File: src/hw/rtl/fifo_with_remove_by_key_assert.svh
// ----------------------------------------------------------------------------
// Assertion macros for the keyed-removal FIFO
// Concurrent assertion wrappers clocked on clk and disabled during reset.
// ----------------------------------------------------------------------------
`ifndef FIFO_WITH_REMOVE_BY_KEY_ASSERT_SVH
`define FIFO_WITH_REMOVE_BY_KEY_ASSERT_SVH

`ifndef NO_ASSERTIONS
`define FWRK_ASSERT_ALWAYS(name, expr) \
	name: assert property (@(posedge clk) disable iff (!arst_n) (expr)) \
		else $error("assertion %m failed");
`define FWRK_ASSERT_IMPL(name, ante, cons) \
	name: assert property (@(posedge clk) disable iff (!arst_n) (ante) |-> (cons)) \
		else $error("assertion %m failed");
`define FWRK_ASSERT_NEXT(name, ante, cons) \
	name: assert property (@(posedge clk) disable iff (!arst_n) (ante) |=> (cons)) \
		else $error("assertion %m failed");
`else
`define FWRK_ASSERT_ALWAYS(name, expr)
`define FWRK_ASSERT_IMPL(name, ante, cons)
`define FWRK_ASSERT_NEXT(name, ante, cons)
`endif

`endif

File: src/hw/rtl/fwrk_pkg.sv
// ----------------------------------------------------------------------------
// Keyed-removal FIFO package
// Sizes, codes, record and result types shared by the FIFO modules.
// ----------------------------------------------------------------------------
package fwrk_pkg;

	localparam int DEPTH  = 16;
	localparam int ADDR_W = $clog2(DEPTH);
	localparam int CNT_W  = $clog2(DEPTH + 1);

	localparam int MODE_W = 2;
	localparam int REF_W  = 32;
	localparam int AMT_W  = 31;
	localparam int PAY_W  = 64;
	localparam int STAT_W = 2;
	localparam int OCNT_W = 5;
	localparam int TOT_W  = 35;

	typedef enum logic [MODE_W-1:0] {
		MODE_PUT    = 2'd0,
		MODE_GET    = 2'd1,
		MODE_REMOVE = 2'd2,
		MODE_QUERY  = 2'd3
	} mode_t;

	typedef enum logic [STAT_W-1:0] {
		STAT_OK    = 2'd0,
		STAT_EMPTY = 2'd1,
		STAT_FULL  = 2'd2
	} status_t;

	typedef enum logic [3:0] {
		ST_IDLE  = 4'b0001,
		ST_GET   = 4'b0010,
		ST_SCAN  = 4'b0100,
		ST_SHIFT = 4'b1000
	} state_t;

	typedef struct packed {
		logic [REF_W-1:0] key;
		logic [AMT_W-1:0] amount;
		logic [PAY_W-1:0] payload;
	} rec_t;

	localparam int REC_W = $bits(rec_t);

	typedef struct packed {
		logic              valid;
		status_t           status;
		rec_t              rec;
		logic [OCNT_W-1:0] count;
		logic [TOT_W-1:0]  total;
	} res_t;

	// Maps a position counted from the head to a physical entry of the ring.
	function automatic logic [ADDR_W-1:0] phys_addr(input logic [ADDR_W-1:0] head,
			input logic [ADDR_W-1:0] idx);
		logic [ADDR_W:0] sum;
		sum = {1'b0, head} + {1'b0, idx};
		if (sum >= (ADDR_W + 1)'(DEPTH)) begin
			sum = sum - (ADDR_W + 1)'(DEPTH);
		end
		return sum[ADDR_W-1:0];
	endfunction

endpackage

File: src/hw/rtl/fwrk_ram.sv
// ----------------------------------------------------------------------------
// Generic simple dual-port RAM
// One write port and one read port with registered read data.
// ----------------------------------------------------------------------------
module fwrk_ram #(
	parameter int WIDTH = 8,
	parameter int DEPTH = 16
) (
	input  logic                     clk,
	input  logic                     we,
	input  logic [$clog2(DEPTH)-1:0] waddr,
	input  logic [WIDTH-1:0]         wdata,
	input  logic                     re,
	input  logic [$clog2(DEPTH)-1:0] raddr,
	output logic [WIDTH-1:0]         rdata
);

	logic [WIDTH-1:0] mem [DEPTH];

	always_ff @(posedge clk) begin
		if (we) begin
			mem[waddr] <= wdata;
		end
		if (re) begin
			rdata <= mem[raddr];
		end
	end

endmodule

File: src/hw/rtl/fwrk_seq.sv
// ----------------------------------------------------------------------------
// Keyed-removal FIFO sequencer
// Ring pointers, totals and the scan and shift walk over the record memory.
// ----------------------------------------------------------------------------
`include "fifo_with_remove_by_key_assert.svh"

module fwrk_seq (
	input  logic                            clk,
	input  logic                            arst_n,
	input  logic                            start,
	input  logic [fwrk_pkg::MODE_W-1:0]     mode,
	input  logic [fwrk_pkg::REF_W-1:0]      reference,
	input  logic [fwrk_pkg::AMT_W-1:0]      amount,
	input  logic [fwrk_pkg::PAY_W-1:0]      payload,
	output logic                            busy,
	output logic                            wr_en,
	output logic [fwrk_pkg::ADDR_W-1:0]     wr_addr,
	output fwrk_pkg::rec_t                  wr_data,
	output logic                            rd_en,
	output logic [fwrk_pkg::ADDR_W-1:0]     rd_addr,
	input  fwrk_pkg::rec_t                  rd_data,
	output fwrk_pkg::res_t                  res
);

	fwrk_pkg::state_t                state_q, state_d;
	logic [fwrk_pkg::ADDR_W-1:0]     head_q, head_d;
	logic [fwrk_pkg::CNT_W-1:0]      count_q, count_d;
	logic [fwrk_pkg::TOT_W-1:0]      total_q, total_d;
	logic [fwrk_pkg::ADDR_W-1:0]     idx_q, idx_d;
	logic [fwrk_pkg::REF_W-1:0]      ref_q, ref_d;
	fwrk_pkg::rec_t                  found_q, found_d;

	logic                            full;
	logic                            empty;
	logic                            scan_last;
	logic                            shift_last;
	logic                            shift_done;
	logic [fwrk_pkg::ADDR_W-1:0]     idx_inc;
	logic [fwrk_pkg::ADDR_W-1:0]     idx_inc2;

	assign full       = count_q == fwrk_pkg::CNT_W'(fwrk_pkg::DEPTH);
	assign empty      = count_q == '0;
	assign scan_last  = (fwrk_pkg::CNT_W'(idx_q) + fwrk_pkg::CNT_W'(1)) == count_q;
	assign shift_last = (fwrk_pkg::CNT_W'(idx_q) + fwrk_pkg::CNT_W'(2)) == count_q;
	assign shift_done = (state_q == fwrk_pkg::ST_SHIFT) && shift_last;
	assign idx_inc    = idx_q + fwrk_pkg::ADDR_W'(1);
	assign idx_inc2   = idx_q + fwrk_pkg::ADDR_W'(2);
	assign busy       = state_q != fwrk_pkg::ST_IDLE;

	always_comb begin
		state_d = state_q;
		head_d  = head_q;
		count_d = count_q;
		total_d = total_q;
		idx_d   = idx_q;
		ref_d   = ref_q;
		found_d = found_q;
		wr_en   = 1'b0;
		wr_addr = '0;
		wr_data = '0;
		rd_en   = 1'b0;
		rd_addr = '0;
		res     = '0;
		res.status = fwrk_pkg::STAT_OK;
		unique case (state_q)
			fwrk_pkg::ST_IDLE: begin
				if (start) begin
					ref_d = reference;
					idx_d = '0;
					unique case (fwrk_pkg::mode_t'(mode))
						fwrk_pkg::MODE_PUT: begin
							res.valid = 1'b1;
							if (full) begin
								res.status = fwrk_pkg::STAT_FULL;
							end else begin
								wr_en   = 1'b1;
								wr_addr = fwrk_pkg::phys_addr(head_q,
									fwrk_pkg::ADDR_W'(count_q));
								wr_data = {reference, amount, payload};
								count_d = count_q + fwrk_pkg::CNT_W'(1);
								total_d = total_q + fwrk_pkg::TOT_W'(amount);
							end
						end
						fwrk_pkg::MODE_GET: begin
							if (empty) begin
								res.valid  = 1'b1;
								res.status = fwrk_pkg::STAT_EMPTY;
							end else begin
								rd_en   = 1'b1;
								rd_addr = head_q;
								state_d = fwrk_pkg::ST_GET;
							end
						end
						fwrk_pkg::MODE_REMOVE: begin
							if (empty) begin
								res.valid  = 1'b1;
								res.status = fwrk_pkg::STAT_EMPTY;
							end else begin
								rd_en   = 1'b1;
								rd_addr = head_q;
								state_d = fwrk_pkg::ST_SCAN;
							end
						end
						fwrk_pkg::MODE_QUERY: begin
							res.valid = 1'b1;
						end
					endcase
				end
			end
			fwrk_pkg::ST_GET: begin
				res.valid = 1'b1;
				res.rec   = rd_data;
				head_d    = fwrk_pkg::phys_addr(head_q, fwrk_pkg::ADDR_W'(1));
				count_d   = count_q - fwrk_pkg::CNT_W'(1);
				total_d   = total_q - fwrk_pkg::TOT_W'(rd_data.amount);
				state_d   = fwrk_pkg::ST_IDLE;
			end
			fwrk_pkg::ST_SCAN: begin
				if (rd_data.key == ref_q) begin
					found_d = rd_data;
					total_d = total_q - fwrk_pkg::TOT_W'(rd_data.amount);
					if (scan_last) begin
						count_d   = count_q - fwrk_pkg::CNT_W'(1);
						res.valid = 1'b1;
						res.rec   = rd_data;
						state_d   = fwrk_pkg::ST_IDLE;
					end else begin
						rd_en   = 1'b1;
						rd_addr = fwrk_pkg::phys_addr(head_q, idx_inc);
						state_d = fwrk_pkg::ST_SHIFT;
					end
				end else if (scan_last) begin
					res.valid  = 1'b1;
					res.status = fwrk_pkg::STAT_EMPTY;
					state_d    = fwrk_pkg::ST_IDLE;
				end else begin
					rd_en   = 1'b1;
					rd_addr = fwrk_pkg::phys_addr(head_q, idx_inc);
					idx_d   = idx_inc;
				end
			end
			fwrk_pkg::ST_SHIFT: begin
				wr_en   = 1'b1;
				wr_addr = fwrk_pkg::phys_addr(head_q, idx_q);
				wr_data = rd_data;
				if (shift_last) begin
					count_d   = count_q - fwrk_pkg::CNT_W'(1);
					res.valid = 1'b1;
					res.rec   = found_q;
					state_d   = fwrk_pkg::ST_IDLE;
				end else begin
					rd_en   = 1'b1;
					rd_addr = fwrk_pkg::phys_addr(head_q, idx_inc2);
					idx_d   = idx_inc;
				end
			end
			default: begin
				state_d = fwrk_pkg::ST_IDLE;
			end
		endcase
		res.count = fwrk_pkg::OCNT_W'(count_d);
		res.total = total_d;
	end

	always_ff @(posedge clk or negedge arst_n) begin
		if (!arst_n) begin
			state_q <= fwrk_pkg::ST_IDLE;
			head_q  <= '0;
			count_q <= '0;
			total_q <= '0;
		end else begin
			state_q <= state_d;
			head_q  <= head_d;
			count_q <= count_d;
			total_q <= total_d;
		end
	end

	always_ff @(posedge clk) begin
		idx_q   <= idx_d;
		ref_q   <= ref_d;
		found_q <= found_d;
	end

	`FWRK_ASSERT_ALWAYS(a_count_bound, count_q <= fwrk_pkg::CNT_W'(fwrk_pkg::DEPTH))
	`FWRK_ASSERT_IMPL(a_empty_total, count_q == '0, total_q == '0)
	`FWRK_ASSERT_IMPL(a_finish_reports, busy && (state_d == fwrk_pkg::ST_IDLE), res.valid)
	`FWRK_ASSERT_IMPL(a_full_status, res.valid && (res.status == fwrk_pkg::STAT_FULL), full)
	`FWRK_ASSERT_NEXT(a_shift_shrinks, shift_done, count_q == $past(count_q) - fwrk_pkg::CNT_W'(1))

endmodule

File: src/hw/rtl/fifo_with_remove_by_key.sv
// ----------------------------------------------------------------------------
// Keyed-removal FIFO
// Ordered queue of records with put, get, remove by key and query.
//
// Channel   Handshake          Fields
// input     start, busy        mode, reference, amount, payload
// result    done (strobe)      status, out_reference, out_amount, out_payload,
//                              entry_count, amount_total
//
// Put, query, and get or remove on an empty queue report in the cycle after they
// are taken; busy stays low for them, so they can follow back to back.
// Get on a non-empty queue reports from the get state, through the result register.
// Remove walks the queue from the head and reports when the walk ends, found or
// not: the scan and the shift of the later records use one read per record.
// Reset clears the count and the total; the receiver cannot stall the result.
// ----------------------------------------------------------------------------
module fifo_with_remove_by_key (
	input  logic                        clk,
	input  logic                        arst_n,
	input  logic                        start,
	output logic                        busy,
	input  logic [fwrk_pkg::MODE_W-1:0] mode,
	input  logic [fwrk_pkg::REF_W-1:0]  reference,
	input  logic [fwrk_pkg::AMT_W-1:0]  amount,
	input  logic [fwrk_pkg::PAY_W-1:0]  payload,
	output logic                        done,
	output logic [fwrk_pkg::STAT_W-1:0] status,
	output logic [fwrk_pkg::REF_W-1:0]  out_reference,
	output logic [fwrk_pkg::AMT_W-1:0]  out_amount,
	output logic [fwrk_pkg::PAY_W-1:0]  out_payload,
	output logic [fwrk_pkg::OCNT_W-1:0] entry_count,
	output logic [fwrk_pkg::TOT_W-1:0]  amount_total
);

	logic                          wr_en;
	logic [fwrk_pkg::ADDR_W-1:0]   wr_addr;
	fwrk_pkg::rec_t                wr_data;
	logic                          rd_en;
	logic [fwrk_pkg::ADDR_W-1:0]   rd_addr;
	fwrk_pkg::rec_t                rd_data;
	fwrk_pkg::res_t                res;

	logic                          done_q;
	fwrk_pkg::res_t                res_q;

	fwrk_seq u_seq (
		.clk       (clk),
		.arst_n    (arst_n),
		.start     (start),
		.mode      (mode),
		.reference (reference),
		.amount    (amount),
		.payload   (payload),
		.busy      (busy),
		.wr_en     (wr_en),
		.wr_addr   (wr_addr),
		.wr_data   (wr_data),
		.rd_en     (rd_en),
		.rd_addr   (rd_addr),
		.rd_data   (rd_data),
		.res       (res)
	);

	fwrk_ram #(
		.WIDTH (fwrk_pkg::REC_W),
		.DEPTH (fwrk_pkg::DEPTH)
	) u_rec_ram (
		.clk   (clk),
		.we    (wr_en),
		.waddr (wr_addr),
		.wdata (wr_data),
		.re    (rd_en),
		.raddr (rd_addr),
		.rdata (rd_data)
	);

	always_ff @(posedge clk or negedge arst_n) begin
		if (!arst_n) begin
			done_q <= 1'b0;
		end else begin
			done_q <= res.valid;
		end
	end

	always_ff @(posedge clk) begin
		if (res.valid) begin
			res_q <= res;
		end
	end

	assign done          = done_q;
	assign status        = res_q.status;
	assign out_reference = res_q.rec.key;
	assign out_amount    = res_q.rec.amount;
	assign out_payload   = res_q.rec.payload;
	assign entry_count   = res_q.count;
	assign amount_total  = res_q.total;

endmodule
File: config.mk
export PLATFORM = sky130hd
export DESIGN_NAME = fifo_with_remove_by_key
export DESIGN_NICKNAME = d
export VERILOG_FILES = /design/src/hw/rtl/fwrk_pkg.sv /design/src/hw/rtl/fwrk_ram.sv /design/src/hw/rtl/fwrk_seq.sv /design/src/hw/rtl/fifo_with_remove_by_key.sv
export VERILOG_INCLUDE_DIRS = /design/src /design/src/hw/rtl
export SDC_FILE = /design/constraint.sdc
export NUM_CORES = 2
export LEC_CHECK = 0
export BUFFER_PORTS_ARGS = -buffer_cell sky130_fd_sc_hd__buf_4
export CORE_ASPECT_RATIO = 0.9
export CORE_MARGIN = 2
export CORE_UTILIZATION = 55
export DETAILED_ROUTE_END_ITERATION = 16
export MAX_ROUTING_LAYER = met4
export PLACE_DENSITY = 0.75
export SYNTH_ARGS = -nofsm -noshare
export SYNTH_HDL_FRONTEND = slang
export SYNTH_SLANG_ARGS = --single-unit
File: constraint.sdc
create_clock -name clk -period 9.2 [get_ports clk]
set_input_delay 0.92 -clock clk [delete_from_list [all_inputs] [get_ports clk]]
set_output_delay 0.92 -clock clk [all_outputs]
set_load 0.01 [all_outputs]
Word level (Yosys, flattened, before mapping)

Memories as Yosys holds them, arrays and structs flattened. A register that Yosys moved wholly into a read port is not among the register bits.
Cells that the tools add are included.

Memories: 1
Register bits after elaboration: 381
Output and inout bits: 171
RAM bits: 2,032

Add/sub/neg operators: 18
Reduce and logical (&&, ||, !) cells: 9
Muxes and demuxes: 73
Magnitude comparators: 5
Equal/unequal tests: 21

Memory list:

| memory        | words | bits a word | rd ports | clocked after memory_dff | write ports | line           | source |
|---|---|---|---|---|---|---|---|
| u_rec_ram.mem | 16    | 127         | 1        | 1                        | 1           | fwrk_ram.sv:18 | `logic [WIDTH-1:0] mem [DEPTH];` |

Operators with widths:

| cell                  | count |
|---|---|
| $mux W127             | 6 |
| $pmux W127 S3         | 1 |
| $pmux W127 S2         | 1 |
| $mux W35              | 4 |
| $pmux W35 S3          | 1 |
| $mux W4               | 24 |
| $pmux W4 S3           | 3 |
| $add A35 B31 Y35      | 1 |
| $sub A35 B31 Y35      | 1 |
| $eq A32 B32 Y1        | 1 |
| $mux W5               | 6 |
| $ge A5 B5 Y1 const B  | 5 |
| $add A4 B4 Y5         | 4 |
| $pmux W5 S4           | 1 |
| $sub A4 B1 Y4 const B | 5 |
| $pmux W4 S2           | 2 |
| $mux W1               | 13 |
| $add A4 B1 Y5 const B | 2 |
| $eq A5 B5 Y1          | 2 |
| $mux W3               | 3 |
| $ne A3 B3 Y1 const B  | 3 |
| $ne A2 B2 Y1 const B  | 4 |
| $pmux W2 S2           | 2 |
| $reduce_and A6 Y1     | 1 |
| 25 further kinds      | 30 |

Logic depth before layout (Yosys ltp)

Depth in word-level cells: 7
Gate-level depth with buffers: 15
Depth with buffers taken out: 14

Modules after synthesis

Synthesis repeated with hierarchy kept, for this count alone.

Cells, all modules: 4,842
Area, all modules: 99,294.0 um^2

By module, submodules not included:

| module                  | area each (um^2) | times used | cells each |
|---|---|---|---|
| fwrk_ram                | 80,119.3         | 1          | 3,316 |
| fwrk_seq                | 14,074.7         | 1          | 1,356 |
| fifo_with_remove_by_key | 5,099.9          | 1          | 170 |

Worst setup path before layout

No wires, ideal clock.

Path type: register to register
From: reg u_rec_ram.rdata[121] (read register of u_rec_ram.mem)
To: reg res_q, in the netlist amount_total[32], data pin
Stages on the path, launching flop included: 10
Buffers on the path: 0
Arrival time: 8,099 ps
Setup slack: 837 ps
Clock period less this slack: 8,363 ps
Required time: 8,937 ps
Cells stage by stage: edfxtp_1 xnor2_1 nand4_1 nor4_1 nand2_1 nor2_1 nor2_1 a2111oi_0 a31oi_1 xnor2_1

RTL lines:

| item                 | line                          | source |
|---|---|---|
| from (decl)          | fwrk_ram.sv:15                | `output logic [WIDTH-1:0] rdata` |
| to (signal assigned) | fifo_with_remove_by_key.sv:87 | `res_q <= res;` |
| to (decl)            | fifo_with_remove_by_key.sv:44 | `fwrk_pkg::res_t res_q;` |

Worst setup path after layout

From: reg u_seq.state_q[0]
To: reg u_rec_ram.rdata[9] (read register of u_rec_ram.mem), data pin

Cells in the longest elaborated chain, start to end: 2
Elaborated cells between the ends (all ways): 5
Those cells by class: 3 x eq/ne; 2 x mux

RTL lines:

| item                                       | line            | source |
|---|---|---|
| from (decl)                                | fwrk_seq.sv:25  | `fwrk_pkg::state_t state_q, state_d;` |
| from (signal assigned)                     | fwrk_seq.sv:167 | `state_q <= fwrk_pkg::ST_IDLE;` |
| from (signal assigned)                     | fwrk_seq.sv:172 | `state_q <= state_d;` |
| $eq A4 B4 Y1 (tied with other cells)       | -               |  |
| $pmux W4 S3 or $pmux W1 S3 (tied branches) | fwrk_seq.sv:65  | `unique case (state_q)` |

Parallel ways exist; a longest one is shown, timed or not.
A chain may end at the register's enable or synchronous reset.

==> results.cfg <==
[final_layout]
drive_gt1_share_pct = 10.9
nFillCells = 13106
multi_input_area_um2 = 23400
final_core_util_pct = 62.1
area_growth_pct = 12.2
final_nets = 7794
ff_latch_area_um2 = 76000

[power_and_ir_drop]
power_leakage_nw = 38.9
net-switching-power_mw = 7.13
pwr-share-comb_pct = 14.1
ir_drop_mv = 0.187
pwr-share-clk_pct = 35.8
p_int_mw = 20.3
powerDensity_nw_per_um2 = 241
p_sw_share_pct = 25.9
power_frac_seq_pct = 50.0

[cts]
clkTransAtPathRegs_ns = 0.06
cts_sinks = 2540
ctsResizeCount = 0
cts_tree = done
clock_latency_ns = 0.88
clockBufferDepth = 3
cts_buffers = 241
postCtsSetupBuffers = 0
cts_root_buf = clkbuf_16
cts-htree-levels = 4
cts_hold_buf = 0

[timing]
timing.fmax_mhz = 173
rsz0062_at_grt = no
slew_headroom_pct = 21.4
fin_crit_sh_pct = 63.0
drv_slew = 0
worst_slew_pin_slew_ns = 1.18
skew_ns = 0.0372
setup_viol = 0
hold_viol = 0
layout_min_cycle_time_ns = 5.79
tns_ns = 0

[routing]
firstDrtPassIters = 8
ant_nets = 0
viasPerCell = 6.37
routed_wirelength_mm = 268
drcViolationCount = 0
drt-initial-drc-count = 9862
via_count = 64970
wl_per_cell_um = 26.3

[placed_design]
io_buffers = 302
dpl.hpwl_mm = 132
place_congestion = 0.949

[worst_setup_path]
regToRegEndpoint = u_rec_ram.rdata[9]
start_kind = register
required_ns = 9.90
rrSetupSlack_ns = 3.41
slowest_stage = buf_4
cp-end-kind = register
cp_max_fo = 84
r2r-start = u_seq.state_q[0]
reg2reg_depth = 13
critPathLaunch = u_seq.state_q[0]
endpoint = u_rec_ram.rdata[9]
crit_type = reg -> reg
slowest_delay_ns = 0.85
crit_arrival_ns = 6.49
crit_chain = nor4b_4, nand2_1, inv_2, buf_4, and3_1, a22o_1, a21o_4, buf_4, buf_4, nand2_1, nand3_1, a21oi_1, nor3_1
crit_top_cell = buf_4

[grt]
grt_max_degree = 206
grt_pass1_vias = 61612
grt_pass1_wl_mm = 392
track_usage_pct = 28.6
overflow = 0
antenna_found_initial = 9

[synth]
ys.flop_type = edfxtp_1
async_flop_share_pct = 1.93
synth.most_common_cell = edfxtp_1
yosys.area.top_type = edfxtp_1
syn_area_um2 = 102000
yosysWarnings = 0
syn_inst = 7381
ys_ff_latch = 2540
synth_enable_flop_cells = 2491
yosys-top-cells-area = edfxtp_1 (74%), nand2_1 (6.9%), a21oi_1 (2.9%)
seq_area_frac_synth_pct = 74.8
yosys.cell_types.count = 78
synthesis.nets = 7601
yosysTopAreaCellShare_pct = 73.6
synth.avg_cell_area_um2 = 13.8
synthTopCellsByCount = edfxtp_1 (2491), nand2_1 (1864), a21oi_1 (581), nand3_1 (520), a32oi_1 (254)

[floorplanning]
rows = 149
initial_core_util_pct = 55.4
floorplan.die_area_um2 = 188000
core_um2 = 183000
num_io_pins = 303
die_x_um = 457
die_h_um = 412

[status]
status = complete, no violations

[worst_hold_path]
hp-class = in -> async

[flow_run]
max-cap-violations = 0
[layer usage]
layer  vias to the layer above  track usage, %  part of all wire (%)
met1                     32033            39.6                    39
met5                         -               -                     0
met3                       577            4.11                    11
met2                      4225            43.4                    47
met4                         0            10.8                   3.5
li1                      28135               -                     -
[sequential cells by signal, indices dropped and copies added (netlist names)]
register,flops
amount_total,35
done,1
entry_count,5
out_amount,31
out_payload,64
out_reference,32
status,2
u_rec_ram.mem,2032
u_rec_ram.rdata,127
u_seq.count_q,5
u_seq.found_q,127
u_seq.head_q,4
u_seq.idx_q,4
u_seq.ref_q,32
u_seq.state_q,4
u_seq.total_q,35
[layout by cell type, fill, tap and decap left out, types with 9 or more instances in the layout]
cell,n
a32oi_1,254
o21a_1,15
nand3_1,520
nor2_4,19
a31oi_1,13
nor2_1,42
nor3_1,99
xor2_1,34
o22ai_1,127
nand4_1,23
nor3_2,41
a21o_1,29
o21ai_0,92
buf_4,406
a21oi_1,580
clkbuf_16,248
dfrtp_1,48
edfxtp_1,2491
clkinv_1,49
ha_1,82
nand2b_1,10
diode_2,9
o221ai_1,9
nor2b_1,9
inv_1,56
a22o_1,227
nand2_1,1863
clkinv_2,34
buf_12,18
clkinvlp_4,11
xnor2_1,80
bufinv_16,26
clkbuf_1,53
o21bai_1,11
a22oi_1,18
[area by class of cell]
cell class	instances	area share, %
Sequential cell	2540	66.7
Multi-Input combinational cell	4310	20.5
Clock buffer	302	5.63
Timing Repair Buffer	424	2.99
Tap cell	2416	2.65
Clock inverter	138	1.26
Inverter	57	0.188
Antenna cell	9	0.0198
[worst min-delay path by stage]
stage	end
after floorplan	u_seq.total_q[34]
after global placement	u_seq.found_q[89]
after detailed placement	u_seq.found_q[89]
after CTS	u_seq.total_q[8]
after global routing	u_seq.total_q[9]
final	u_seq.total_q[9]
[stage by stage]
| step | setup WS, ns | total power [mW] | std cells | cell area [um^2] | hold WS, ns |
|---|---|---|---|---|---|
| floorplan | 0.837 | 16.5 | 7381 | 102000 | 0.440 |
| finish | 3.41 | 27.5 | 10196 | 114000 | 0.0879 |
| global route | 2.99 | 28.3 | 10195 | 114000 | 0.108 |
| detailed placement | 3.47 | 17.8 | 9747 | 106000 | 0.469 |
| CTS | 3.43 | 27.5 | 10187 | 114000 | 0.0590 |
| global placement | 3.71 | 17.6 | 9747 | 106000 | 0.461 |
[cell families after synthesis]
group | Yosys count | synth area share, %
fa+ha+maj | 88 | 1.13
xor+xnor | 114 | 0.983
simple gates | 2668 | 11.1
mux | 2 | 0.0197
compound gates | 1438 | 9.49
buf+inv | 531 | 2.41
flops | 2540 | 74.8
[worst max-delay path: cells and delay by family (launching register included)]
| family | cells | cell delay (ns) |
|---|---|---|
| AOI/OAI and AO/OA | 3 | 0.98 |
| DFF | 1 | 0.59 |
| and+or+nand+nor | 6 | 1.68 |
| buffers and inverters | 4 | 2.24 |
[power by group through the flow]
stage	Combinational, mW	Clock (mW)	Sequential (mW)
2_1_floorplan	2.56	0	13.9
3_3_place_gp	3.68	0	14.0
3_5_place_dp	3.78	0	14.0
4_1_cts	3.82	9.92	13.7
5_1_grt	4.20	10.4	13.8
6_report	3.88	9.85	13.7
Note: power is estimated with default switching activity, not from simulation.
